<file path="src/imu_opc_pkg.sv">
// Package for the three-axis PI offset calibrator: widths, constants,
// payload and control structs, and the offset word rounding function.
// No dependencies.
package imu_opc_pkg;

  localparam int unsigned NumAxes  = 3;
  localparam int unsigned AxisW    = 16;
  localparam int unsigned ErrW     = 17;
  localparam int unsigned ESumW    = 18;
  localparam int unsigned GainPW   = 22;
  localparam int unsigned GainIW   = 28;
  localparam int unsigned ProdPW   = ErrW + GainPW + 1;
  localparam int unsigned ProdIW   = ErrW + GainIW + 1;
  localparam int unsigned IntegW   = 48;
  localparam int unsigned SumW     = IntegW + 1;
  localparam int unsigned RoundW   = 8;
  localparam int unsigned GoodW    = 7;
  localparam int unsigned CfgIdxW  = 2;
  localparam int unsigned CfgDataW = 28;
  localparam int unsigned OutDepth = 4;

  localparam int unsigned SamplesPerRoundDef = 100;

  localparam int GravityCounts = 16384;
  localparam int ESumReset     = 1000;
  localparam int ESumGood      = 100;
  localparam int ESumGoodGyro  = 5;
  localparam int MinCount      = 10;
  localparam int MinGood       = 10;
  localparam int GoodMax       = 127;

  localparam int unsigned ShAccel = 31;
  localparam int unsigned ShGyro  = 30;

  localparam logic [GainPW-1:0] GainPReset  = GainPW'(251658);
  localparam logic [GainIW-1:0] GainIReset  = GainIW'(19327352);
  localparam logic [RoundW-1:0] RoundsReset = RoundW'(1);

  typedef enum logic [CfgIdxW-1:0] {
    CfgGainP     = 2'd0,
    CfgGainI     = 2'd1,
    CfgAccelKind = 2'd2,
    CfgRounds    = 2'd3
  } cfg_reg_e;

  typedef enum logic {
    ModeLoad   = 1'b0,
    ModeSample = 1'b1
  } mode_e;

  typedef struct packed {
    logic                    mode;
    logic signed [AxisW-1:0] axis_x;
    logic signed [AxisW-1:0] axis_y;
    logic signed [AxisW-1:0] axis_z;
  } in_item_t;

  typedef struct packed {
    logic signed [AxisW-1:0] offset_x;
    logic signed [AxisW-1:0] offset_y;
    logic signed [AxisW-1:0] offset_z;
    logic                    round_end;
    logic                    last;
    logic                    finished;
  } out_item_t;

  // Per-stage control that travels alongside the lane data.
  typedef struct packed {
    logic valid;
    logic is_load;
    logic end_round;
    logic finished;
  } opc_flag_t;

  // Round half away from zero by 2^31 (accel) or 2^30 (gyro), saturate to
  // int16, and in accel mode put back the kept low bit.
  function automatic logic [AxisW-1:0] opc_to_word(logic signed [SumW-1:0] v,
                                                   logic accel, logic kept);
    logic [SumW-1:0]  mag;
    logic [SumW-1:0]  q;
    logic [AxisW-1:0] w;
    mag = v[SumW-1] ? SumW'(-v) : SumW'(v);
    if (accel) begin
      q = (mag + (SumW'(1) << (ShAccel - 1))) >> ShAccel;
    end else begin
      q = (mag + (SumW'(1) << (ShGyro - 1))) >> ShGyro;
    end
    if (v[SumW-1]) begin
      w = (q > SumW'(32768)) ? 16'h8000 : (~q[AxisW-1:0] + 16'd1);
    end else begin
      w = (q > SumW'(32767)) ? 16'h7fff : q[AxisW-1:0];
    end
    if (accel) begin
      w[0] = kept;
    end
    return w;
  endfunction

endpackage

</file>
<file path="src/imu_opc_merge.sv">
// Merge stage: builds the one or two result transfers of a sample from the
// three lanes and queues them for the output channel. Uses imu_opc_pkg.
module imu_opc_merge import imu_opc_pkg::*; (
  input  logic             clk_i,
  input  logic             rst_ni,
  input  logic             en_i,
  input  opc_flag_t        e_flag_i,
  input  logic [AxisW-1:0] word_sum_i [NumAxes],
  input  logic [AxisW-1:0] word_int_i [NumAxes],
  output logic             room_o,
  output logic             out_valid_o,
  input  logic             out_ready_i,
  output out_item_t        out_data_o
);

  localparam int unsigned PtrW = $clog2(OutDepth);
  localparam int unsigned CntW = $clog2(OutDepth + 1);

  out_item_t       buf_q [OutDepth];
  logic [PtrW-1:0] wr_q, rd_q;
  logic [CntW-1:0] cnt_q;

  out_item_t       res_first, res_end;
  logic            push, pop;
  logic [CntW-1:0] push_n;

  always_comb begin
    res_first.offset_x  = word_sum_i[0];
    res_first.offset_y  = word_sum_i[1];
    res_first.offset_z  = word_sum_i[2];
    res_first.round_end = 1'b0;
    res_first.last      = !e_flag_i.end_round;
    res_first.finished  = 1'b0;

    res_end.offset_x    = word_int_i[0];
    res_end.offset_y    = word_int_i[1];
    res_end.offset_z    = word_int_i[2];
    res_end.round_end   = 1'b1;
    res_end.last        = 1'b1;
    res_end.finished    = e_flag_i.finished;
  end

  assign push   = en_i && e_flag_i.valid && !e_flag_i.is_load;
  assign push_n = push ? (e_flag_i.end_round ? CntW'(2) : CntW'(1)) : '0;
  assign pop    = out_valid_o && out_ready_i;

  always_ff @(posedge clk_i or negedge rst_ni) begin
    if (!rst_ni) begin
      wr_q  <= '0;
      rd_q  <= '0;
      cnt_q <= '0;
    end else begin
      wr_q  <= wr_q + push_n[PtrW-1:0];
      rd_q  <= rd_q + PtrW'(pop);
      cnt_q <= cnt_q + push_n - CntW'(pop);
    end
  end

  always_ff @(posedge clk_i) begin
    if (push) begin
      buf_q[wr_q] <= res_first;
      if (e_flag_i.end_round) begin
        buf_q[wr_q + PtrW'(1)] <= res_end;
      end
    end
  end

  assign room_o      = (cnt_q <= CntW'(OutDepth - 2));
  assign out_valid_o = (cnt_q != '0);
  assign out_data_o  = buf_q[rd_q];

`ifndef SYNTHESIS
  a_cnt_bound: assert property (@(posedge clk_i) disable iff (!rst_ni)
    cnt_q <= CntW'(OutDepth))
    else $error("result queue overflow");

  a_push_room: assert property (@(posedge clk_i) disable iff (!rst_ni)
    (push_n != '0) |-> (cnt_q <= CntW'(OutDepth - 2)))
    else $error("push without room for a round end pair");
`endif

endmodule

</file>
<file path="config.mk">
export PLATFORM = sky130hd
export DESIGN_NAME = imu_opc_merge
export DESIGN_NICKNAME = d
export VERILOG_FILES = /design/src/imu_opc_pkg.sv /design/src/imu_opc_merge.sv
export SDC_FILE = /design/constraint.sdc
export NUM_CORES = 1
export LEC_CHECK = 0
export BUFFER_PORTS_ARGS = -buffer_cell sky130_fd_sc_hd__buf_4
export CAP_MARGIN = 30
export CORE_ASPECT_RATIO = 0.8
export CORE_MARGIN = 1
export CORE_UTILIZATION = 58
export CTS_CLUSTER_SIZE = 28
export DETAILED_ROUTE_END_ITERATION = 8
export PLACE_DENSITY = 0.81
export SYNTH_ARGS = -nofsm -noshare
export SYNTH_HDL_FRONTEND = slang
export SYNTH_SLANG_ARGS = --single-unit
</file>
<file path="constraint.sdc">
create_clock -name clk_i -period 4.7 [get_ports clk_i]
set_input_delay 1.41 -clock clk_i [delete_from_list [all_inputs] [get_ports clk_i]]
set_output_delay 1.41 -clock clk_i [all_outputs]
set_load 0.05 [all_outputs]
</file>
======== Yosys cells after proc, flatten, opt, wreduce, memory -nomap -nowiden ========
Memories as Yosys holds them, arrays and structs flattened.
Index checks and enable logic that the tools add are counted.
storage, ports and cells
  memories ................................ 1
  output and inout bits ................... 53
  flip-flop bits (word level) ............. 7
  word-level logic and storage cells ...... 23
  memory bits (writable) .................. 204
  bits of input ports ..................... 104
cells by class
  reductions and logical operators ........ 6
  muxes and demuxes ....................... 7
  add/subtract/negate cells ............... 5
  $lt $le $gt $ge ......................... 1
memories
  memory  words  bits a word  rd ports  clocked after Yosys merged registers in  wr ports  RTL line             source
  buf_q   4      51           1         0                                        2         imu_opc_merge.sv:19  out_item_t buf_q [OutDepth];
operator list
  operator               number
  $mux W1                5
  $mux W2                2
  $add A3 B2 Y3          1
  $le A3 B2 Y1 const B   1
  $logic_and A1 B1 Y1    3
  $reduce_bool A3 Y1     1
  $sub A3 B1 Y3          1
  $add A2 B1 Y2          1
  $add A2 B1 Y2 const B  1
  $add A2 B2 Y2          1
  $logic_not A1 Y1       2

======== Longest topological paths before layout ========
  word-level depth ........................ 5
  gate-level depth with buffers ........... 9
  gate-level depth less buffers ........... 8

======== Least setup slack after synthesis ========
No wires, ideal clock.
  path kind ............................... input -> register
  from .................................... in e_flag_i[1] (netlist name)
  to ...................................... mem buf_q[2][0] (netlist name) (enable)
  stages .................................. 5
  buffers on the path ..................... 2
  data required time ...................... 4.244 ns
  library setup time ...................... 0.456 ns
  path slack .............................. 0.273 ns
  arrival time ............................ 3.971 ns
  path through ............................ and3b_1 -> buf_2 -> buf_4 -> nor2_1 -> nor2_1
RTL lines
  element             RTL line             source
  start: declaration  imu_opc_merge.sv:7   input opc_flag_t e_flag_i,
  end: declaration    imu_opc_merge.sv:19

==> results by group <==
Drt
  • Via-to-Cell Ratio: 6.43
  • Drc violations: 0
  • Post-Route WL: 26,500 um
  • WL/cell: 23.3 um
  • Drt pass-1 iters: 6
  • Via count: 7,325
  • Routed Antenna Nets: 0
  • First DRT Iteration DRCs: 872

Critical path
  • Worst path slowest cell: dfrtp_2
  • Startpoint class of the critical path: flop
  • Crit path arrival time: 2.57 ns
  • Crit end category: primary output
  • Critical Setup Path Class: flop to primary output
  • RR Startpoint: wr_q[0]$_DFF_PN0_
  • Top cell family by delay on the critical path: flip-flops
  • CP max FO: 30
  • Crit-path max cell delay: 0.87 ns
  • Worst R2R End: buf_q[0][28]$_DFFE_PP_
  • Buf/Inv on CP: 2
  • FF-to-FF path depth: 4
  • Worst EP required: 3.29 ns
  • Ordered cell list for the critical path: buf_12, mux4_1, buf_4
  • R2R setup slack: 2.20 ns

Synth
  • Dominant cells by area after synthesis: edfxtp_1 (56%), mux4_1 (12%), nor2_1 (7.2%)
  • Netlist Area Pre-Place: 10,600 um2
  • Gate Count Post-Synth: 781
  • Syn Nets: 889
  • Yosys reg bits: 211
  • Syn. warnings: 0
  • Synth Area in Compound Gates: 10.3%
  • Simple-Gate Fraction of Synth Area: 12.6%
  • Synth unique cells: 36
  • Sequential share of the synthesized area: 58.9%
  • Post-synthesis adder-cell area fraction: 0.545%
  • Combinational family with the most area after synthesis: multiplexers
  • Synth top area share: 55.7%
  • Synthesized area per cell: 13.5 um2
  • Yosys top cell by area: edfxtp_1
  • Synth Area in XOR/XNOR: 0.581%
  • Mux cell area share after synthesis: 12.7%

CTS
  • Clock Sinks: 211
  • Clock Tree Root: clkbuf_16
  • Clock buffer count from CTS: 21
  • CTS Buffer Depth: 3
  • Skew-Pair Late Insertion Delay: 0.49 ns
  • Post-CTS Setup Inserts: 0
  • H-tree depth: 1
  • Post-CTS sizing: 0
  • CTS tree: built
  • Post-CTS Hold Buffers: 0
  • Clk slew on worst S/H paths: 0.06 ns

STA
  • Final min period: 3.98 ns
  • Worst-margin pin slew: 0.797 ns
  • Max_slew headroom: 46.7%
  • Final Hold Slack: 0.470 ns
  • TNS Setup: 0 ns
  • Clk_skew: 0.00394 ns
  • Finish-stage setup viols: 0
  • Final worst path period share: 84.7%
  • RSZ-0062 raised after global routing: false
  • Pins over their slew limit: 0
  • Fmax achieved: 0.251 GHz
  • Final Hold Vio Count: 0

Cells and area
  • Filler cells: 1,174
  • Area delta synth->final: 17.7%
  • Utilization after layout: 70.6%
  • Multi-input gate area: 3930 um2
  • Share of cells above drive strength 1: 24.6%
  • N_diodes: 0
  • Fin nets: 1,010
  • FF/Latch Area: 6230 um2
  • Finished Cell Area: 12,400 um2
  • Finished Layout Cells: 1,140

Place
  • Dpl cells: 1,104
  • DP Area: 11,800 um2
  • Routability cong.: 0.780
  • Quantity of I/O buffers inserted on ports: 156
  • Post-DP HPWL: 15,700 um

Power and ir drop
  • VDD IR-drop max: 0.668 mV
  • PD cells: 592 nW/um2
  • Leakage: 4.48 nW

Run
  • Max-Cap Viols: 0

Min path
  • Min-delay src: buf_q[0][1]$_SDFFE_PP1N_
  • Hold path cells: 1
  • Hold EP: buf_q[0][1]$_SDFFE_PP1N_
  • Worst min path class: flop to flop

Global route
  • Vias in the first global route: 7,187
  • Pin count of the biggest net entering global routing: 65
  • First-pass GRT wire length: 40,100 um
  • Initial antenna violation count: 1
  • Gr ovfl total: 0
  • GRT Util Overall: 28.5%

Run status
  • Status: finished, final reports clean

Floorplan
  • Die Ht: 123 um
  • Io pins: 157
  • # rows: 43
  • Core Region: 17,600 um2
  • Horiz. Die Dim: 153 um
  • Full die area: 18,800 um2
  • Initial core utilization: 60.0%
## routing by layer
| metal | routed length, um | vias up | share of wire (%) | global-route usage [%] |
|---|---|---|---|---|
| met5 | 8 | - | 0.030 | 0 |
| met4 | 514 | 2 | 1.9 | 8.27 |
| met3 | 2900 | 47 | 11 | 5.47 |
| met2 | 12600 | 474 | 48 | 45.4 |
| met1 | 10500 | 3540 | 40 | 40.6 |
| li1 | - | 3262 | - | - |
## flip-flops by register name, summed over array words and instances (netlist names)
signal	flops
buf_q	204
cnt_q	3
rd_q	2
wr_q	2
## Yosys cell counts, drive strengths merged
master / instances
a21oi: 56
a22oi: 96
a2bb2oi: 2
a31oi: 2
and3: 3
and3b: 50
and4bb: 1
buf: 54
clkbuf: 21
dfrtp: 7
dfxtp: 8
edfxtp: 196
fa: 1
ha: 3
inv: 3
mux4: 51
nand2: 3
nand2b: 1
nand3: 2
nand3b: 1
nand4b: 1
nand4bb: 1
nor2: 204
nor2b: 1
nor3: 2
o21ai: 2
o2bb2ai: 1
or3: 1
xnor2: 5
xor2: 2
## worst reg2reg max path, delay by kind of cell (launching register included)
family,cells,cell delay (ns)
buf+inv,1,0.31
simple gates,3,0.98
flops,1,0.86
## power by group
| group | switching, W | internal, W |
|---|---|---|
| Clock | 0.000676 | 0.000873 |
| Combinational | 0.00207 | 0.00121 |
| Sequential | 0.000273 | 0.00225 |
## how the worst max path moves through the flow
stage                             end  cells after the start              start  slack (ns)
2_1_floorplan   buf_q[2][0]$_DFFE_PP_                      5        e_flag_i[1]        0.27
3_3_place_gp   buf_q[2][21]$_DFFE_PP_                      5        e_flag_i[1]        1.22
3_5_place_dp   buf_q[2][21]$_DFFE_PP_                      5        e_flag_i[1]        1.24
4_1_cts                 out_data_o[0]                      3  rd_q[0]$_DFF_PN0_        0.75
5_1_grt                out_data_o[24]                      3  rd_q[0]$_DFF_PN0_        0.69
6_report               out_data_o[24]                      3  rd_q[0]$_DFF_PN0_        0.72
## final cells by class
class / instances / area share, %
Multi-Input combinational cell: 492 / 31.7
Timing Repair Buffer: 173 / 10.9
Sequential cell: 211 / 50.1
Inverter: 3 / 0.0906
Clock inverter: 10 / 0.564
Clock buffer: 26 / 4.38
Tap cell: 225 / 2.27
## through the flow
stage          power (W)  worst slack [ns]
2_1_floorplan    0.00496             0.273
3_3_place_gp     0.00575              1.22
3_5_place_dp     0.00581              1.24
4_1_cts          0.00734             0.748
5_1_grt          0.00761             0.694
6_report         0.00736             0.718
## cell families (layout without fill, tap and decap cells)
kind of cell	after synthesis	count (layout)
AND/OR/NAND/NOR	271	271
flip-flops	211	211
AO/OA/AOI/OAI	159	159
buffers and inverters	78	212
multiplexers	51	51
XOR/XNOR	7	7
adder cells (fa/ha/maj)	4	4
## layout by cell type, fill, tap and decap left out, drive strengths merged, types with 2 or more instances in the layout
| cell | count |
|---|---|
| a21oi | 56 |
| a22oi | 96 |
| a2bb2oi | 2 |
| a31oi | 2 |
| and3 | 3 |
| and3b | 50 |
| buf | 173 |
| clkbuf | 26 |
| clkinv | 9 |
| dfrtp | 7 |
| dfxtp | 8 |
| edfxtp | 196 |
| ha | 3 |
| inv | 3 |
| mux4 | 51 |
| nand2 | 3 |
| nand3 | 2 |
| nor2 | 204 |
| nor3 | 2 |
| o21ai | 2 |
| xnor2 | 5 |
| xor2 | 2 |
Note: power is estimated with default switching activity, not from simulation.
