==> src/imu_opc_pkg.sv <==
// Package for the three-axis PI offset calibrator: widths, constants,
// payload and control structs, and the offset word rounding function.
// No dependencies.
package imu_opc_pkg;

  localparam int unsigned NumAxes  = 3;
  localparam int unsigned AxisW    = 16;
  localparam int unsigned ErrW     = 17;
  localparam int unsigned ESumW    = 18;
  localparam int unsigned GainPW   = 22;
  localparam int unsigned GainIW   = 28;
  localparam int unsigned ProdPW   = ErrW + GainPW + 1;
  localparam int unsigned ProdIW   = ErrW + GainIW + 1;
  localparam int unsigned IntegW   = 48;
  localparam int unsigned SumW     = IntegW + 1;
  localparam int unsigned RoundW   = 8;
  localparam int unsigned GoodW    = 7;
  localparam int unsigned CfgIdxW  = 2;
  localparam int unsigned CfgDataW = 28;
  localparam int unsigned OutDepth = 4;

  localparam int unsigned SamplesPerRoundDef = 100;

  localparam int GravityCounts = 16384;
  localparam int ESumReset     = 1000;
  localparam int ESumGood      = 100;
  localparam int ESumGoodGyro  = 5;
  localparam int MinCount      = 10;
  localparam int MinGood       = 10;
  localparam int GoodMax       = 127;

  localparam int unsigned ShAccel = 31;
  localparam int unsigned ShGyro  = 30;

  localparam logic [GainPW-1:0] GainPReset  = GainPW'(251658);
  localparam logic [GainIW-1:0] GainIReset  = GainIW'(19327352);
  localparam logic [RoundW-1:0] RoundsReset = RoundW'(1);

  typedef enum logic [CfgIdxW-1:0] {
    CfgGainP     = 2'd0,
    CfgGainI     = 2'd1,
    CfgAccelKind = 2'd2,
    CfgRounds    = 2'd3
  } cfg_reg_e;

  typedef enum logic {
    ModeLoad   = 1'b0,
    ModeSample = 1'b1
  } mode_e;

  typedef struct packed {
    logic                    mode;
    logic signed [AxisW-1:0] axis_x;
    logic signed [AxisW-1:0] axis_y;
    logic signed [AxisW-1:0] axis_z;
  } in_item_t;

  typedef struct packed {
    logic signed [AxisW-1:0] offset_x;
    logic signed [AxisW-1:0] offset_y;
    logic signed [AxisW-1:0] offset_z;
    logic                    round_end;
    logic                    last;
    logic                    finished;
  } out_item_t;

  // Per-stage control that travels alongside the lane data.
  typedef struct packed {
    logic valid;
    logic is_load;
    logic end_round;
    logic finished;
  } opc_flag_t;

  // Round half away from zero by 2^31 (accel) or 2^30 (gyro), saturate to
  // int16, and in accel mode put back the kept low bit.
  function automatic logic [AxisW-1:0] opc_to_word(logic signed [SumW-1:0] v,
                                                   logic accel, logic kept);
    logic [SumW-1:0]  mag;
    logic [SumW-1:0]  q;
    logic [AxisW-1:0] w;
    mag = v[SumW-1] ? SumW'(-v) : SumW'(v);
    if (accel) begin
      q = (mag + (SumW'(1) << (ShAccel - 1))) >> ShAccel;
    end else begin
      q = (mag + (SumW'(1) << (ShGyro - 1))) >> ShGyro;
    end
    if (v[SumW-1]) begin
      w = (q > SumW'(32768)) ? 16'h8000 : (~q[AxisW-1:0] + 16'd1);
    end else begin
      w = (q > SumW'(32767)) ? 16'h7fff : q[AxisW-1:0];
    end
    if (accel) begin
      w[0] = kept;
    end
    return w;
  endfunction

endpackage

==> src/imu_opc_lane.sv <==
// One axis of the calibrator datapath: P and I products, integrator with
// saturation, P+I sum and rounding to offset words. Uses imu_opc_pkg.
module imu_opc_lane import imu_opc_pkg::*; (
  input  logic                   clk_i,
  input  logic                   rst_ni,
  input  logic                   en_i,
  input  logic                   accel_i,
  input  opc_flag_t              b_flag_i,
  input  logic signed [ErrW-1:0] err_i,
  input  logic                   kept_i,
  input  logic [GainPW-1:0]      gain_p_i,
  input  logic [GainIW-1:0]      gain_i_i,
  output logic [AxisW-1:0]       word_sum_o,
  output logic [AxisW-1:0]       word_int_o
);

  logic signed [ProdPW-1:0] prod_p;
  logic signed [ProdIW-1:0] prod_i;

  logic signed [ErrW-1:0]   err_b_q;
  logic                     kept_b_q;
  logic signed [ProdPW-1:0] prod_p_b_q;
  logic signed [ProdIW-1:0] prod_i_b_q;

  logic signed [IntegW-1:0] integ_q;
  logic signed [IntegW-1:0] pterm_c_q;
  logic                     kept_c_q;

  logic signed [SumW-1:0]   sum_d_q;
  logic signed [SumW-1:0]   int_d_q;
  logic                     kept_d_q;

  logic [AxisW-1:0]         word_sum_q;
  logic [AxisW-1:0]         word_int_q;

  logic signed [IntegW-1:0] seed;
  logic signed [SumW-1:0]   isum;
  logic signed [IntegW-1:0] isat;

  assign prod_p = err_i * $signed({1'b0, gain_p_i});
  assign prod_i = err_i * $signed({1'b0, gain_i_i});

  always_comb begin
    // offset word times 8 or 4, 28 fraction bits
    if (accel_i) begin
      seed = {err_b_q, 31'd0};
    end else begin
      seed = {err_b_q[ErrW-1], err_b_q, 30'd0};
    end
    isum = {integ_q[IntegW-1], integ_q} + SumW'(prod_i_b_q);
    if (isum[SumW-1] != isum[SumW-2]) begin
      isat = isum[SumW-1] ? {1'b1, {(IntegW-1){1'b0}}} : {1'b0, {(IntegW-1){1'b1}}};
    end else begin
      isat = isum[IntegW-1:0];
    end
  end

  always_ff @(posedge clk_i or negedge rst_ni) begin
    if (!rst_ni) begin
      integ_q <= '0;
    end else if (en_i && b_flag_i.valid) begin
      integ_q <= b_flag_i.is_load ? seed : isat;
    end
  end

  always_ff @(posedge clk_i) begin
    if (en_i) begin
      err_b_q    <= err_i;
      kept_b_q   <= kept_i;
      prod_p_b_q <= prod_p;
      prod_i_b_q <= prod_i;

      pterm_c_q  <= {prod_p_b_q, 8'd0};
      kept_c_q   <= kept_b_q;

      sum_d_q    <= {pterm_c_q[IntegW-1], pterm_c_q} + {integ_q[IntegW-1], integ_q};
      int_d_q    <= {integ_q[IntegW-1], integ_q};
      kept_d_q   <= kept_c_q;

      word_sum_q <= opc_to_word(sum_d_q, accel_i, kept_d_q);
      word_int_q <= opc_to_word(int_d_q, accel_i, kept_d_q);
    end
  end

  assign word_sum_o = word_sum_q;
  assign word_int_o = word_int_q;

endmodule

==> config.mk <==
export PLATFORM = sky130hd
export DESIGN_NAME = imu_opc_lane
export DESIGN_NICKNAME = d
export VERILOG_FILES = /design/src/imu_opc_pkg.sv /design/src/imu_opc_lane.sv
export SDC_FILE = /design/constraint.sdc
export NUM_CORES = 2
export LEC_CHECK = 0
export BUFFER_PORTS_ARGS = -buffer_cell sky130_fd_sc_hd__clkbuf_2
export CORE_MARGIN = 1.5
export CORE_UTILIZATION = 54
export CTS_CLUSTER_SIZE = 16
export DETAILED_ROUTE_END_ITERATION = 7
export PLACE_DENSITY = 0.68
export SLEW_MARGIN = 20
export SYNTH_ARGS = -nofsm -noshare
export SYNTH_HDL_FRONTEND = slang
export SYNTH_SLANG_ARGS = --single-unit
==> constraint.sdc <==
create_clock -name clk_i -period 11.7 [get_ports clk_i]
set_input_delay 0.585 -clock clk_i [delete_from_list [all_inputs] [get_ports clk_i]]
set_output_delay 0.585 -clock clk_i [all_outputs]
set_load 0.005 [all_outputs]
# Word-level counts from Yosys, hierarchy flattened
# Cells that the tools add are included.
[word_totals] rom_bits=0 mem_bits_rw=0 latch_bits=0 output_inout_bits=32 elab_cells=50 n_memories=0 in_bits=76 ff_bits=323
[op_classes] bitwise=2 add_sub_neg=10 order_cmp=4 n_mul=2 n_div=0 n_eq_ne=1 reduce_logical=1 mux=18 shift=0
[op_table] operator="2-to-1 mux 49 bit" n=4
[op_table] operator="2-to-1 mux 48 bit" n=3
[op_table] operator="adder 49 x 30 -> 49 bit (second input constant)" n=2
[op_table] operator="adder 49 x 31 -> 49 bit (second input constant)" n=2
[op_table] operator="greater-than comparator 49 x 15 -> 1 bit (second input constant)" n=2
[op_table] operator="greater-than comparator 49 x 16 -> 1 bit (second input constant)" n=2
[op_table] operator="2-to-1 mux 16 bit" n=6
[op_table] operator="adder 48 x 46 -> 49 bit" n=1
[op_table] operator="adder 48 x 48 -> 49 bit" n=1
[op_table] operator="negator 48 -> 49 bit" n=1
[op_table] operator="negator 49 bit" n=1
[op_table] operator="2-to-1 mux 47 bit" n=1
[op_table] operator="multiplier 17 x 29 -> 46 bit" n=1
[op_table] operator="multiplier 17 x 23 -> 40 bit" n=1
[op_table] operator="2-to-1 mux 19 bit" n=2
[op_table] operator="adder 16 x 1 -> 16 bit (second input constant)" n=2
[op_table] operator="inverter 16 bit" n=2
[op_table] operator="2-to-1 mux 1 bit" n=2
[op_table] operator="logical AND 1 bit" n=1
[op_table] operator="inequality test 1 bit" n=1

# Longest topological paths before layout
[logic_depth] ltp_word=10 mapped_depth=28

# Least setup slack after synthesis
# OpenSTA, ideal clock, no wires.
[synth_timing] path_kind="input-to-reg" startpoint="input err_i[10]" endpoint="register prod_p_b_q[37] (data pin)" cell_stages=26 arrival_time_ns=6.743 required_time_ns=11.440 n_path_buf=3 setup_slack_ns=4.697 cell_sequence="clkbuf_1 > clkbuf_1 > nand2_1 > fa_1 > inv_1 > fa_1 > fa_1 > inv_1 > fa_1 > fa_1 > fa_1 > inv_1 > ha_1 > clkbuf_1 > and3_1 > a221oi_1 > o21a_1 > o21ai_0 > a311oi_1 > nor2_1 > a41oi_1 > a21oi_1 > nor4_1 > nor3_1 > nor3b_1 > xnor2_1"
[synth_via] elab_chain_len=1
[synth_lines] item="start: declaration" line="imu_opc_lane.sv:9" source="input logic signed [ErrW-1:0] err_i,"
[synth_lines] item="multiplier 17 x 23 -> 40 bit" line="imu_opc_lane.sv:40" source="assign prod_p = err_i * $signed({1'b0, gain_p_i});"
[synth_lines] item="via prod_p[37]" line="imu_opc_lane.sv:17" source="logic signed [ProdPW-1:0] prod_p;"
[synth_lines] item="end signal: assignment" line="imu_opc_lane.sv:70" source="prod_p_b_q <= prod_p;"
[synth_lines] item="end: declaration" line="imu_opc_lane.sv:22" source="logic signed [ProdPW-1:0] prod_p_b_q;"
# The timed path passes the listed nets, and every way through them passes these cells.
# A chain may end at the register's enable or synchronous reset.

# Worst setup path after layout
[layout_timing] startpoint="input err_i[16]" endpoint="register prod_p_b_q[37] (data pin)"
# Same word-level chain as after synthesis.

==> metrics.csv <==
stage;metric;value;unit
placed_design;placed cell count;6170;
critical_path;slowest library cell on the worst path;fa_1;
die;initial core utilization;0.5461;
die;die height;299.7;um
cts;clk_lat worst skew;0.56;ns
routing;via count;35090;
global_routing;grt ovf;0;
finish;Layout area overhead;5.279;%
finish;design area;50030;sq um
routing;Via density;5.627;
synth;Synth Instances;5091;
finish;Final nets;6203;
global_routing;largest net degree at the start of global routing;85;
placed_design;I/O Buffers;105;
cts;postcts setup bufs;0;
cts;CTS sink count;315;
sta;Slew Viols, Final;0;
die;io pins;108;
placed_design;DPL Wire Length;87.96;mm
sta;clk_skew;0.02912;ns
critical_path;cell mode on critical path;fa_1;
sta;worst hold slack;0.1488;ns
routing;Post-DRT Antenna Nets;0;
sta;Final Hold Viols;0;
global_routing;first-pass GRT wire length;191.2;mm
placed_design;RD Place Congestion;0.8866;
critical_path;crit start category;input pin;
routing;Avg WL per Cell;18.68;um
critical_path;crit path buf inv count;6;
critical_path;required time of the critical path;11.99;ns
sta;RSZ-0062 raised after global routing;false;
sta;Final setup viols;0;
synth;synthesized area;47520;sq um
sta;Max Fclk;127.1;MHz
critical_path;R2R cell count;16;
synth;Avg Cell Area, Syn;9.335;sq um
synth;Seq/Total Area, Yosys;0.1940;
finish;final cell count without fillers;6236;
cts;H-Tree Depth;2;
sta;Slew HR;0.2797;
flow_run;number of max-cap violations;0;
cts;clock tree buffer depth;3;
finish;most common cell after layout, fill and taps aside;inv_1;
hold_path;worst hold path type;in -> async;
sta;minimum clock period after layout;7.870;ns
die;row count;108;
synth;ys async rst share;0.1524;
sta;Least-Margin Pin Slew;1.072;ns
synth;Synth warnings;0;
die;die area;89790;sq um
finish;Fill cells;7756;
critical_path;worst path arrival time;8.16;ns
routing;wirelength, routed;116.5;mm
cts;Reg clk slew, reported paths;0.06;ns
synth;Net Count, Synth;6241;
critical_path;crit path max fanout;30;
die;Placeable Area;87020;sq um
cts;Hold Buf Count CTS;0;
synth;Synth cell types;104;
critical_path;slowest stage delay, CP;0.56;ns
status;status;complete, no violations;
global_routing;vias in the first global route;35750;
placed_design;DP Area;48920;sq um
sta;Final period util;0.6726;
critical_path;WS Path Type;in -> reg;
die;Die X;299.7;um
critical_path;CP endpoint kind;flip-flop;
critical_path;CP Depth;26;
routing;DRC;0;
synth;Post-synth EDFFs;267;
routing;drt first pass iters;5;
cts;cts repair resizes;0;
cts;Num CTS Buffers;36;
routing;Starting DRT DRC Count;2345;
critical_path;CP delay by family, top;adder cells;
finish;share of cells above drive strength 1;0.05020;
sta;Fin Setup TNS;0;ns
finish;most frequent cells in the layout;883 x inv_1, 690 x fa_1, 612 x nand2_1;
global_routing;number of antenna violations at the first check in global routing;3;
synth;most used flip-flop cell after synthesis;edfxtp_1;
global_routing;overall global routing resource usage;0.2674;
synth;#FFs+latches synth;315;
cts;clk root buf;clkbuf_16;
cts;CTS tree;yes;
[state kept, by name (all words and copies together) (netlist names)]
register    count
sum_d_q        49
kept_b_q        1
pterm_c_q      40
kept_c_q        1
err_b_q        17
kept_d_q        1
prod_i_b_q     46
integ_q        48
int_d_q        40
word_int_o     16
prod_p_b_q     40
word_sum_o     16
[routing by layer]
metal  up-vias  track usage  share of wire
li1      16410            -              -
met3       166      0.02921          0.061
met2      1093       0.4451           0.47
met5         -            0              0
met1     17420       0.3752           0.45
met4         0      0.06638          0.023
[logic make-up after synthesis]
logic type               count (synthesis)  synth area share
XOR/XNOR                               233           0.04310
multiplexers                            53           0.01174
AND/OR/NAND/NOR                       1579            0.1680
buffers and inverters                 1098           0.08736
flip-flops                             315            0.1940
adder cells (fa/ha/maj)               1075            0.3920
AO/OA/AOI/OAI                          738            0.1038
[through the flow]
step,util,setup WS (ns)
2_1_floorplan,-,4.697
3_3_place_gp,0.5622,3.373
3_5_place_dp,0.5622,3.352
4_1_cts,0.5749,3.885
5_1_grt,0.5749,3.409
6_report,0.5749,3.830
[worst register-to-register path: cells and delay by family, from the launching register on]
kind	cells	cell delay, ns
compound gates	2	0.80
flops	1	0.37
mux	2	0.88
xor+xnor	2	0.35
fa+ha+maj	1	0.43
simple gates	9	3.75
[cells in the mapped netlist (all sizes together), types with 9 or more instances]
library cell / n / area [sq um]
o211ai: 19 / 142.6
a21boi: 13 / 97.60
or4: 10 / 75.07
inv: 883 / 3314
ha: 384 / 4805
edfxtp: 267 / 8018
nand2b: 44 / 277.8
nand2: 613 / 2303
a211o: 9 / 78.83
nor3: 55 / 280.3
mux2: 16 / 183.9
and3: 33 / 206.5
buf: 12 / 75.07
mux2i: 37 / 374.1
a31oi: 18 / 112.6
and2: 403 / 2521
fa: 690 / 13810
nor2b: 32 / 200.2
a211oi: 32 / 240.2
xor2: 65 / 576.8
o21bai: 30 / 225.2
nor4b: 9 / 115.1
xnor2: 168 / 1471
and4: 12 / 105.1
o31ai: 26 / 200.2
or3: 20 / 125.1
clkbuf: 203 / 762.0
dfrtp: 48 / 1201
a21oi: 196 / 980.9
nand4: 24 / 156.4
a221o: 12 / 120.1
o21ai: 148 / 740.7
nor4: 37 / 292.8
nor2: 182 / 683.2
a2111oi: 10 / 87.58
o21a: 27 / 202.7
nand3: 68 / 340.3
a21o: 92 / 690.7
[final timing paths]
| kind | from | to | slack (ns) |
|---|---|---|---|
| worst max-delay path | err_i[16] | prod_p_b_q[37]$_DFFE_PP_ | 3.83 |
| worst min-delay path | rst_ni | integ_q[20]$_DFFE_PN0P_ | 0.15 |
| worst max register to register | sum_d_q[2]$_DFFE_PP_ | word_int_o[9]$_DFFE_PP_ | 4.90 |
| worst min register to register | prod_p_b_q[12]$_DFFE_PP_ | pterm_c_q[20]$_DFFE_PP_ | 0.41 |
| max in group asynchronous | rst_ni | integ_q[2]$_DFFE_PN0P_ | 11.10 |
| min in group clk_i | kept_i | kept_b_q$_DFFE_PP_ | 0.22 |
[final cells by class]
cell class	count	area, sq um	share of cell area
Clock buffer	49	1001	0.02001
Clock inverter	16	105.1	0.002101
Multi-Input combinational cell	3678	34150	0.6826
Antenna cell	1	2.502	0.00005002
Sequential cell	315	9219	0.1843
Inverter	883	3314	0.06625
Tap cell	1155	1445	0.02888
Timing Repair Buffer	139	790.8	0.01581
Power is not shown: default switching activity piles up to over one toggle a cycle in this logic, so the estimate is an artifact.
