### src/imu_opc_pkg.sv
// Package for the three-axis PI offset calibrator: widths, constants,
// payload and control structs, and the offset word rounding function.
// No dependencies.
package imu_opc_pkg;

  localparam int unsigned NumAxes  = 3;
  localparam int unsigned AxisW    = 16;
  localparam int unsigned ErrW     = 17;
  localparam int unsigned ESumW    = 18;
  localparam int unsigned GainPW   = 22;
  localparam int unsigned GainIW   = 28;
  localparam int unsigned ProdPW   = ErrW + GainPW + 1;
  localparam int unsigned ProdIW   = ErrW + GainIW + 1;
  localparam int unsigned IntegW   = 48;
  localparam int unsigned SumW     = IntegW + 1;
  localparam int unsigned RoundW   = 8;
  localparam int unsigned GoodW    = 7;
  localparam int unsigned CfgIdxW  = 2;
  localparam int unsigned CfgDataW = 28;
  localparam int unsigned OutDepth = 4;

  localparam int unsigned SamplesPerRoundDef = 100;

  localparam int GravityCounts = 16384;
  localparam int ESumReset     = 1000;
  localparam int ESumGood      = 100;
  localparam int ESumGoodGyro  = 5;
  localparam int MinCount      = 10;
  localparam int MinGood       = 10;
  localparam int GoodMax       = 127;

  localparam int unsigned ShAccel = 31;
  localparam int unsigned ShGyro  = 30;

  localparam logic [GainPW-1:0] GainPReset  = GainPW'(251658);
  localparam logic [GainIW-1:0] GainIReset  = GainIW'(19327352);
  localparam logic [RoundW-1:0] RoundsReset = RoundW'(1);

  typedef enum logic [CfgIdxW-1:0] {
    CfgGainP     = 2'd0,
    CfgGainI     = 2'd1,
    CfgAccelKind = 2'd2,
    CfgRounds    = 2'd3
  } cfg_reg_e;

  typedef enum logic {
    ModeLoad   = 1'b0,
    ModeSample = 1'b1
  } mode_e;

  typedef struct packed {
    logic                    mode;
    logic signed [AxisW-1:0] axis_x;
    logic signed [AxisW-1:0] axis_y;
    logic signed [AxisW-1:0] axis_z;
  } in_item_t;

  typedef struct packed {
    logic signed [AxisW-1:0] offset_x;
    logic signed [AxisW-1:0] offset_y;
    logic signed [AxisW-1:0] offset_z;
    logic                    round_end;
    logic                    last;
    logic                    finished;
  } out_item_t;

  // Per-stage control that travels alongside the lane data.
  typedef struct packed {
    logic valid;
    logic is_load;
    logic end_round;
    logic finished;
  } opc_flag_t;

  // Round half away from zero by 2^31 (accel) or 2^30 (gyro), saturate to
  // int16, and in accel mode put back the kept low bit.
  function automatic logic [AxisW-1:0] opc_to_word(logic signed [SumW-1:0] v,
                                                   logic accel, logic kept);
    logic [SumW-1:0]  mag;
    logic [SumW-1:0]  q;
    logic [AxisW-1:0] w;
    mag = v[SumW-1] ? SumW'(-v) : SumW'(v);
    if (accel) begin
      q = (mag + (SumW'(1) << (ShAccel - 1))) >> ShAccel;
    end else begin
      q = (mag + (SumW'(1) << (ShGyro - 1))) >> ShGyro;
    end
    if (v[SumW-1]) begin
      w = (q > SumW'(32768)) ? 16'h8000 : (~q[AxisW-1:0] + 16'd1);
    end else begin
      w = (q > SumW'(32767)) ? 16'h7fff : q[AxisW-1:0];
    end
    if (accel) begin
      w[0] = kept;
    end
    return w;
  endfunction

endpackage

### src/imu_opc_ctrl.sv
// Front stage of the calibrator: error terms, error sum, round counters and
// working gains. Registers one pipeline slot for the lanes. Uses imu_opc_pkg.
module imu_opc_ctrl import imu_opc_pkg::*; #(
  parameter int unsigned SamplesPerRound = SamplesPerRoundDef
) (
  input  logic                     clk_i,
  input  logic                     rst_ni,
  input  logic                     en_i,
  input  logic                     in_fire_i,
  input  in_item_t                 in_data_i,
  input  logic [GainPW-1:0]        gain_p_i,
  input  logic [GainIW-1:0]        gain_i_i,
  input  logic                     accel_i,
  input  logic [RoundW-1:0]        rounds_i,
  output opc_flag_t                flag_o,
  output logic [GainPW-1:0]        gain_p_o,
  output logic [GainIW-1:0]        gain_i_o,
  output logic signed [ErrW-1:0]   err_o [NumAxes],
  output logic                     kept_o [NumAxes]
);

  localparam int unsigned IdxW = $clog2(SamplesPerRound);

  logic [IdxW-1:0]   idx_q;
  logic [GoodW-1:0]  good_q;
  logic [RoundW-1:0] round_q;
  logic [GainPW-1:0] gp_now_q;
  logic [GainIW-1:0] gi_now_q;
  logic              done_q;
  logic              kept_q [NumAxes];

  opc_flag_t             flag_q;
  logic [GainPW-1:0]     gp_a_q;
  logic [GainIW-1:0]     gi_a_q;
  logic signed [ErrW-1:0] err_a_q [NumAxes];
  logic                  kept_a_q [NumAxes];

  logic signed [AxisW-1:0] axis [NumAxes];
  logic signed [ErrW-1:0]  word [NumAxes];
  logic signed [ErrW-1:0]  rd [NumAxes];
  logic signed [ErrW-1:0]  err [NumAxes];
  logic [ErrW-1:0]         mag [NumAxes];
  logic [ESumW-1:0]        esum;
  logic [IdxW-1:0]         c_base;
  logic [IdxW:0]           c_inc;
  logic                    good_inc;
  logic [GoodW-1:0]        good_nx;
  logic                    early;
  logic                    end_round;
  logic [RoundW-1:0]       round_nx;
  logic [RoundW-1:0]       target;
  logic                    done_nx;
  logic                    is_load;
  logic [GainPW+1:0]       gp_x3;
  logic [GainIW+1:0]       gi_x3;

  assign axis[0] = in_data_i.axis_x;
  assign axis[1] = in_data_i.axis_y;
  assign axis[2] = in_data_i.axis_z;
  assign is_load = (mode_e'(in_data_i.mode) == ModeLoad);

  always_comb begin
    for (int k = 0; k < NumAxes; k++) begin
      word[k] = ErrW'(axis[k]);
      rd[k]   = word[k];
      if (accel_i && (k == NumAxes - 1)) begin
        rd[k] = word[k] - ErrW'(GravityCounts);  // 1 g on z
      end
      err[k] = -rd[k];
      mag[k] = rd[k][ErrW-1] ? ErrW'(err[k]) : ErrW'(rd[k]);
    end
    esum = ESumW'(mag[0]) + ESumW'(mag[1]) + ESumW'(mag[2]);

    // last sample of a round with a large error restarts the count
    c_base = ((idx_q == IdxW'(SamplesPerRound - 1)) && (esum > ESumW'(ESumReset)))
             ? '0 : idx_q;
    good_inc = (esum < (accel_i ? ESumW'(ESumGood) : ESumW'(ESumGoodGyro))) &&
               (good_q != GoodW'(GoodMax));
    good_nx  = good_q + GoodW'(good_inc);
    early    = (esum < ESumW'(ESumGood)) && (c_base > IdxW'(MinCount)) &&
               (good_nx >= GoodW'(MinGood));
    c_inc    = {1'b0, c_base} + (IdxW + 1)'(1);
    end_round = early || (c_inc >= (IdxW + 1)'(SamplesPerRound));

    round_nx = round_q + RoundW'(1);
    target   = (rounds_i == '0) ? RoundW'(1) : rounds_i;
    done_nx  = (round_nx == '0) || (round_nx >= target);

    gp_x3 = {2'b00, gp_now_q} + {1'b0, gp_now_q, 1'b0};
    gi_x3 = {2'b00, gi_now_q} + {1'b0, gi_now_q, 1'b0};
  end

  // Calibration state
  always_ff @(posedge clk_i or negedge rst_ni) begin
    if (!rst_ni) begin
      idx_q    <= '0;
      good_q   <= '0;
      round_q  <= '0;
      gp_now_q <= '0;
      gi_now_q <= '0;
      done_q   <= 1'b0;
      for (int k = 0; k < NumAxes; k++) kept_q[k] <= 1'b0;
    end else if (in_fire_i) begin
      if (is_load) begin
        gp_now_q <= gain_p_i;
        gi_now_q <= gain_i_i;
        idx_q    <= '0;
        good_q   <= '0;
        round_q  <= '0;
        done_q   <= 1'b0;
        for (int k = 0; k < NumAxes; k++) kept_q[k] <= accel_i & axis[k][0];
      end else if (!done_q) begin
        if (end_round) begin
          gp_now_q <= gp_x3[GainPW+1:2];
          gi_now_q <= gi_x3[GainIW+1:2];
          idx_q    <= '0;
          good_q   <= '0;
          round_q  <= round_nx;
          done_q   <= done_nx;
        end else begin
          idx_q  <= c_inc[IdxW-1:0];
          good_q <= good_nx;
        end
      end
    end
  end

  // Stage A slot
  always_ff @(posedge clk_i or negedge rst_ni) begin
    if (!rst_ni) begin
      flag_q <= '0;
    end else if (en_i) begin
      flag_q.valid     <= in_fire_i && (is_load || !done_q);
      flag_q.is_load   <= is_load;
      flag_q.end_round <= end_round;
      flag_q.finished  <= end_round && done_nx;
    end
  end

  always_ff @(posedge clk_i) begin
    if (en_i) begin
      gp_a_q <= gp_now_q;
      gi_a_q <= gi_now_q;
      for (int k = 0; k < NumAxes; k++) begin
        err_a_q[k]  <= is_load ? word[k] : err[k];
        kept_a_q[k] <= kept_q[k];
      end
    end
  end

  assign flag_o   = flag_q;
  assign gain_p_o = gp_a_q;
  assign gain_i_o = gi_a_q;
  assign err_o    = err_a_q;
  assign kept_o   = kept_a_q;

`ifndef SYNTHESIS
  a_idx_range: assert property (@(posedge clk_i) disable iff (!rst_ni)
    idx_q <= IdxW'(SamplesPerRound - 1))
    else $error("sample index past end of round");

  a_load_clears: assert property (@(posedge clk_i) disable iff (!rst_ni)
    (in_fire_i && is_load) |=> (!done_q && round_q == '0 && idx_q == '0))
    else $error("load did not clear round state");

  a_drop_after_done: assert property (@(posedge clk_i) disable iff (!rst_ni)
    (in_fire_i && !is_load && done_q) |=> !flag_q.valid)
    else $error("sample after finish entered the pipeline");
`endif

endmodule

### config.mk
export PLATFORM = sky130hd
export DESIGN_NAME = imu_opc_ctrl
export DESIGN_NICKNAME = d
export VERILOG_FILES = /design/src/imu_opc_pkg.sv /design/src/imu_opc_ctrl.sv
export SDC_FILE = /design/constraint.sdc
export NUM_CORES = 1
export LEC_CHECK = 0
export BUFFER_PORTS_ARGS = -buffer_cell sky130_fd_sc_hd__buf_2
export CAP_MARGIN = 25
export CORE_ASPECT_RATIO = 0.6
export CORE_MARGIN = 1
export CORE_UTILIZATION = 41
export CTS_CLUSTER_DIAMETER = 30
export DETAILED_ROUTE_END_ITERATION = 12
export PLACE_DENSITY = 0.58
export SETUP_SLACK_MARGIN = 0.05
export SYNTH_ARGS = -nofsm -noshare
export SYNTH_HDL_FRONTEND = slang
export SYNTH_SLANG_ARGS = --single-unit
### constraint.sdc
create_clock -name clk_i -period 6.55 [get_ports clk_i]
set_clock_uncertainty 0.05 [all_clocks]
set_input_delay 0.3275 -clock clk_i [delete_from_list [all_inputs] [get_ports clk_i]]
set_output_delay 0.3275 -clock clk_i [all_outputs]
set_load 0.02 [all_outputs]
Word-level counts from Yosys, hierarchy flattened
Index checks and enable logic that the tools add are counted.
Word-level totals
  register bits after elaboration: 184
  input port bits: 112
  word-level logic and storage cells: 90
Cells by class
  add/subtract/negate cells: 11
  $lt $le $gt $ge: 7
  equal/unequal tests: 4
  multiplexer cells: 28
  bitwise logic cells: 4
  reduce and logical (&&, ||, !) cells: 15
Operator list (number)
  2-to-1 mux 17 bit: 7
  2-to-1 mux 28 bit: 3
  2-to-1 mux 22 bit: 3
  2-to-1 mux 7 bit: 8
  negator 16 -> 17 bit: 2
  2-to-1 mux 8 bit: 4
  adder 28 x 29 -> 30 bit: 1
  adder 22 x 23 -> 24 bit: 1
  adder 17 x 17 -> 18 bit: 1
  adder 18 x 17 -> 18 bit: 1
  greater-than comparator 18 x 10 -> 1 bit (second input constant): 1
  < comparator 18 x 7 -> 1 bit: 1
  < comparator 18 x 7 -> 1 bit (second input constant): 1
  negator 17 bit: 1
  subtractor 16 x 16 -> 17 bit (second input constant): 1
  zero test 8 bit: 2
  adder 7 x 1 -> 8 bit (second input constant): 1
  adder 8 x 1 -> 8 bit (second input constant): 1
  >= comparator 8 x 7 -> 1 bit (second input constant): 1
  >= comparator 8 bit: 1
  adder 7 x 1 -> 7 bit: 1
  equality test 7 bit (second input constant): 1
  >= comparator 7 x 4 -> 1 bit (second input constant): 1
  greater-than comparator 7 x 4 -> 1 bit (second input constant): 1
  11 further kinds: 23

Longest topological paths before layout
  depth after elaboration: 15
  gate-level depth with buffers: 36

Least setup slack after synthesis
OpenSTA, ideal clock, no wires.
  path kind: input-to-reg
  start: input port in_data_i[0] (netlist bit)
  end: register gi_now_q[10]
  library setup time: 125 ps
  arrival time: 7589 ps
  data required time: 6375 ps
  setup slack: -1214 ps
  stages on the path: 33
  path buffers: 2
  cells stage by stage: inv_1 -> ha_1 -> or3b_2 -> or3_1 -> or3_1 -> or3_1 -> or3_1 -> or3_1 -> nor2_1 -> ha_1 -> inv_1 -> fa_1 -> inv_1 -> ha_1 -> o21ai_0 -> o221ai_1 -> a21oi_1 -> nand3_1 -> a222oi_1 -> nand2_1 -> nor3_1 -> ha_1 -> ha_1 -> clkbuf_1 -> o22ai_1 -> or3_1 -> o21ai_0 -> o221ai_1 -> o22a_1 -> o31a_1 -> a21oi_2 -> buf_4 -> mux2_2
Between the ends
  cells in the longest elaborated chain, start to end: 14
  elaborated cells between the ends (all ways): 21
  classes of those cells: add/sub: 5; order compare: 6; eq/ne: 1; mux: 3; reduce/logical: 6
Ends and longest elaborated chain
  from (decl): line imu_opc_ctrl.sv:10  | input in_item_t in_data_i,
  subtractor 16 x 16 -> 17 bit: line imu_opc_ctrl.sv:67  | rd[k] = word[k] - ErrW'(GravityCounts);
  2-to-1 mux 17 bit *: line imu_opc_ctrl.sv:66  | if (accel_i && (k == NumAxes - 1)) begin
  negator 17 bit: line imu_opc_ctrl.sv:69  | err[k] = -rd[k];
  2-to-1 mux 17 bit *: line imu_opc_ctrl.sv:70  | mag[k] = rd[k][ErrW-1] ? ErrW'(err[k]) : ErrW'(rd[k]);
  adder 18 x 17 -> 18 bit *: line imu_opc_ctrl.sv:72  | esum = ESumW'(mag[0]) + ESumW'(mag[1]) + ESumW'(mag[2]);
  branches (longest 6 deep; another with greater-than comparator 18 x 10 -> 1 bit)
  logical OR 1 bit *: line imu_opc_ctrl.sv:83  | end_round = early || (c_inc >= (IdxW + 1)'(SamplesPerRound));
  inequality test 2 x 1 -> 1 bit (no line) *
  AND reduction 3 bit (no line) *
  to (signal assigned): line imu_opc_ctrl.sv:106  | gi_now_q <= gain_i_i;
  to (signal assigned): line imu_opc_ctrl.sv:115  | gi_now_q <= gi_x3[GainIW+1:2];
  to (decl): line imu_opc_ctrl.sv:28  | logic [GainIW-1:0] gi_now_q;
Mark *: on every way between the ends.
A chain may end at the register's enable or synchronous reset.

Worst setup path in the final report
  start: input port in_data_i[0] (netlist bit)
  end: register gp_now_q[12]
Between the ends
  cells in the longest elaborated chain, start to end: 14
  elaborated cells between the ends (all ways): 21
  classes of those cells: add/sub: 5; order compare: 6; eq/ne: 1; mux: 3; reduce/logical: 6
Ends and longest elaborated chain
  subtractor 16 x 16 -> 17 bit: line imu_opc_ctrl.sv:67
  2-to-1 mux 17 bit *: line imu_opc_ctrl.sv:66
  negator 17 bit: line imu_opc_ctrl.sv:69
  2-to-1 mux 17 bit *: line imu_opc_ctrl.sv:70
  adder 18 x 17 -> 18 bit *: line imu_opc_ctrl.sv:72
  branches (longest 6 deep; another with greater-than comparator 18 x 10 -> 1 bit)
  logical OR 1 bit *: line imu_opc_ctrl.sv:83
  inequality test 2 x 1 -> 1 bit (no line) *
  AND reduction 3 bit (no line) *
  to (signal assigned): line imu_opc_ctrl.sv:105  | gp_now_q <= gain_p_i;
  to (signal assigned): line imu_opc_ctrl.sv:114  | gp_now_q <= gp_x3[GainPW+1:2];
  to (decl): line imu_opc_ctrl.sv:27  | logic [GainPW-1:0] gp_now_q;
Marked as above.

==> metrics.txt <==
outcome finished with violations; failing checks negative setup slack; Worst Path Arrival 7.79 ns; top cell type's share of synthesized area 24.1%; Die Ht 140 um; Die W 231 um; Starting Density 42.5%; root buffer cell clkbuf_16; CTS tree yes; Area growth syn-to-layout 33.7%; max-slew violation count 0; unrepaired setup endpoints after global routing true; type of origin of the critical path primary input; Clock Power Share 15.0%; final hold slack 0.0249 ns; Yosys warning total 0; delay-heaviest family, CP simple AND/OR/NAND/NOR gates; Core Rows 49; CTS max path bufs 2; drt pass-1 iters 5; antenna violations before repair 2; Seq pwr share 25.8%; critical path type in2reg; Reg area 0.00512 mm^2; Routed WL 39.8 mm; maxcap violations 0; RePlAce Congestion 0.940; Util after Layout 56.8%; Final Worst Setup Slack -0.948 ns; #FFs+latches synth 184; fmax 0.133 GHz; Worst Setup End Kind flip-flop; Tcrit/Tclk final 114%; full die area 0.0323 mm^2; Req. time, crit path 6.84 ns; Netlist cell types 74; post-synthesis instance total 1295; syn_area_per_cell 9.99 um^2; Cell Area, Synth 0.0129 mm^2; DRC 0; setup violation total in the final timing report 75; initial drt markers 796; CP peak stage delay 0.54 ns; first-pass GRT wire length 61.6 mm; Most common cell on crit path buf_4; leading area contributor after synthesis edfxtp_1; Ports 220; pin count of the biggest net entering global routing 63; Slew @ Worst Pin 0.873 ns; CP bufs+invs 22; commonest cells after routing, fill and taps aside buf_2 (214), buf_4 (197), nand2_1 (141); commonest non-fill, non-tap cell in the layout buf_2; Final HPWL DP 29.7 mm; Max rail drop VDD 0.327 mV; fin crit period 7.50 ns; syn_nets 1518; ys flop type edfxtp_1; P_int 4.07 mW; crit-path max FO 7; Vias 11277; nets@finish 1934; GRT overflow 0; Num CTS Buffers 17; relative slew slack 40.3%; Psw 3.00 mW; most area-consuming cells after synthesis edfxtp_1 (24%), dfrtp_1 (15%), ha_1 (8.8%), xnor2_1 (5.6%), mux2_2 (4.4%); Hold Violations, Final 0; WL/cell 18.6 um; register area share after synthesis 39.6%; routed vias/inst 5.28; Leak 7.95 nW; IO Port Bufs 219; FF-to-FF setup slack 2.55 ns; vias in the first global route 10796; Post-synth EDFFs 104; area of the core 0.0305 mm^2; Hold Path Class in2reg; pwr dens 409 mW/mm^2; share of post-route cells with drive strength above 1 34.7%; Sw Share 42.5%; GRT Util Overall 24.8%; Critical-path top delay cell fa_1; clock sinks 184; CTS clock-pin slew for the worst setup and hold paths 0.08 ns; Routed Antenna Nets 0; htree depth 4; clk_lat worst skew 0.46 ns; share of flip-flops with an asynchronous set or reset 43.5%; Gate power share 59.3%; Layout fillers 2647; Multi-input gate area 0.00773 mm^2
## registers in the layout, summed over array words and instances, names as in the netlist
register  cells
err_o        51
gain_i_o     28
gi_now_q     28
gain_p_o     22
gp_now_q     22
round_q       8
good_q        7
idx_q         7
flag_o        4
kept_o        3
kept_q        3
done_q        1
## worst paths after layout
path | startpoint | to | depth (start not counted)
max | in_data_i[0] | gp_now_q[12] | 42
min | in_data_i[16] | err_o[17] | 1
max reg2reg | good_q[3] | gp_now_q[12] | 17
min reg2reg | kept_q[2] | kept_o[2] | 0
max in group asynchronous | rst_ni | gi_now_q[19] | 3
min in group asynchronous | rst_ni | gp_now_q[14] | 2
## Yosys cell counts, types with 5 or more instances
| library cell | count |
|---|---|
| and2_1 | 9 |
| o21bai_1 | 5 |
| clkbuf_1 | 24 |
| o21ai_0 | 52 |
| a21o_1 | 29 |
| nand2_1 | 143 |
| nor3_1 | 29 |
| xor2_1 | 52 |
| xnor2_1 | 82 |
| nor2_1 | 56 |
| nor2b_1 | 20 |
| a21oi_1 | 103 |
| or3_1 | 39 |
| a31oi_1 | 13 |
| ha_1 | 91 |
| o211ai_1 | 10 |
| nand2b_1 | 14 |
| a31o_2 | 6 |
| mux2i_1 | 19 |
| o31ai_1 | 10 |
| nand4_1 | 7 |
| a21oi_2 | 5 |
| nand3_1 | 18 |
| dfrtp_1 | 80 |
| edfxtp_1 | 104 |
| fa_1 | 20 |
| a22o_1 | 6 |
| o21a_1 | 11 |
| buf_2 | 6 |
| a211oi_1 | 12 |
| and3_1 | 11 |
| mux2_2 | 51 |
| inv_1 | 82 |
## per-stage QoR
step           TNS, ns  area [um^2]  instances  setup WS [ns]  power, mW
6_report        -59.96        17300       2134         -0.948       7.07
5_1_grt         -80.76        17300       2134          -1.22       7.60
4_1_cts         -40.89        17200       2127         -0.686       7.03
3_5_place_dp    -80.62        15900       2060          -1.19       5.77
3_3_place_gp    -72.37        15900       2060          -1.08       5.70
2_1_floorplan   -43.00        13100       1295         -0.664       4.64
## layer usage
layer	share of wire, %	vias up	wire, um	track usage [%]
li1	-	5515	-	-
met1	53	5444	20900	39.5
met2	40	291	15800	32.8
met3	6.7	27	2650	6.31
met4	1.0	0	397	5.12
met5	0	-	0	0
## repair_timing
action / in CTS / in global routing
pin swaps: 5 / 7
hold buffers: 1 / 0
endpoints found under the hold margin: 35 / 0
buffers inserted: 31 / 10
resized for setup: 80 / 22
gates cloned: 6 / 0
setup endpoints to repair: 75 / 75
## logic make-up after synthesis
kind of cell    share of synthesized area, %
xor+xnor                                9.07
fa+ha+maj                               11.9
mux                                     5.91
compound gates                          16.0
flops                                   39.6
buf+inv                                 4.00
simple gates                            13.5
## final cells by class
| type | instances | area share, % |
|---|---|---|
| flip-flops and latches | 184 | 29.6 |
| clock buffers | 19 | 2.68 |
| diodes | 2 | 0.0289 |
| multi-input cells | 988 | 44.7 |
| well taps | 408 | 2.95 |
| inverters | 83 | 1.92 |
| clock inverters | 13 | 0.767 |
| repair buffers | 437 | 17.3 |
## power by group through the flow
stage	Clock [mW]	Combinational, mW	Sequential (mW)
2_1_floorplan	0	2.73	1.91
3_3_place_gp	0	3.87	1.83
3_5_place_dp	0	3.93	1.84
4_1_cts	1.08	4.14	1.82
5_1_grt	1.12	4.62	1.86
6_report	1.06	4.19	1.82
Power figures use the tool's default switching activity.
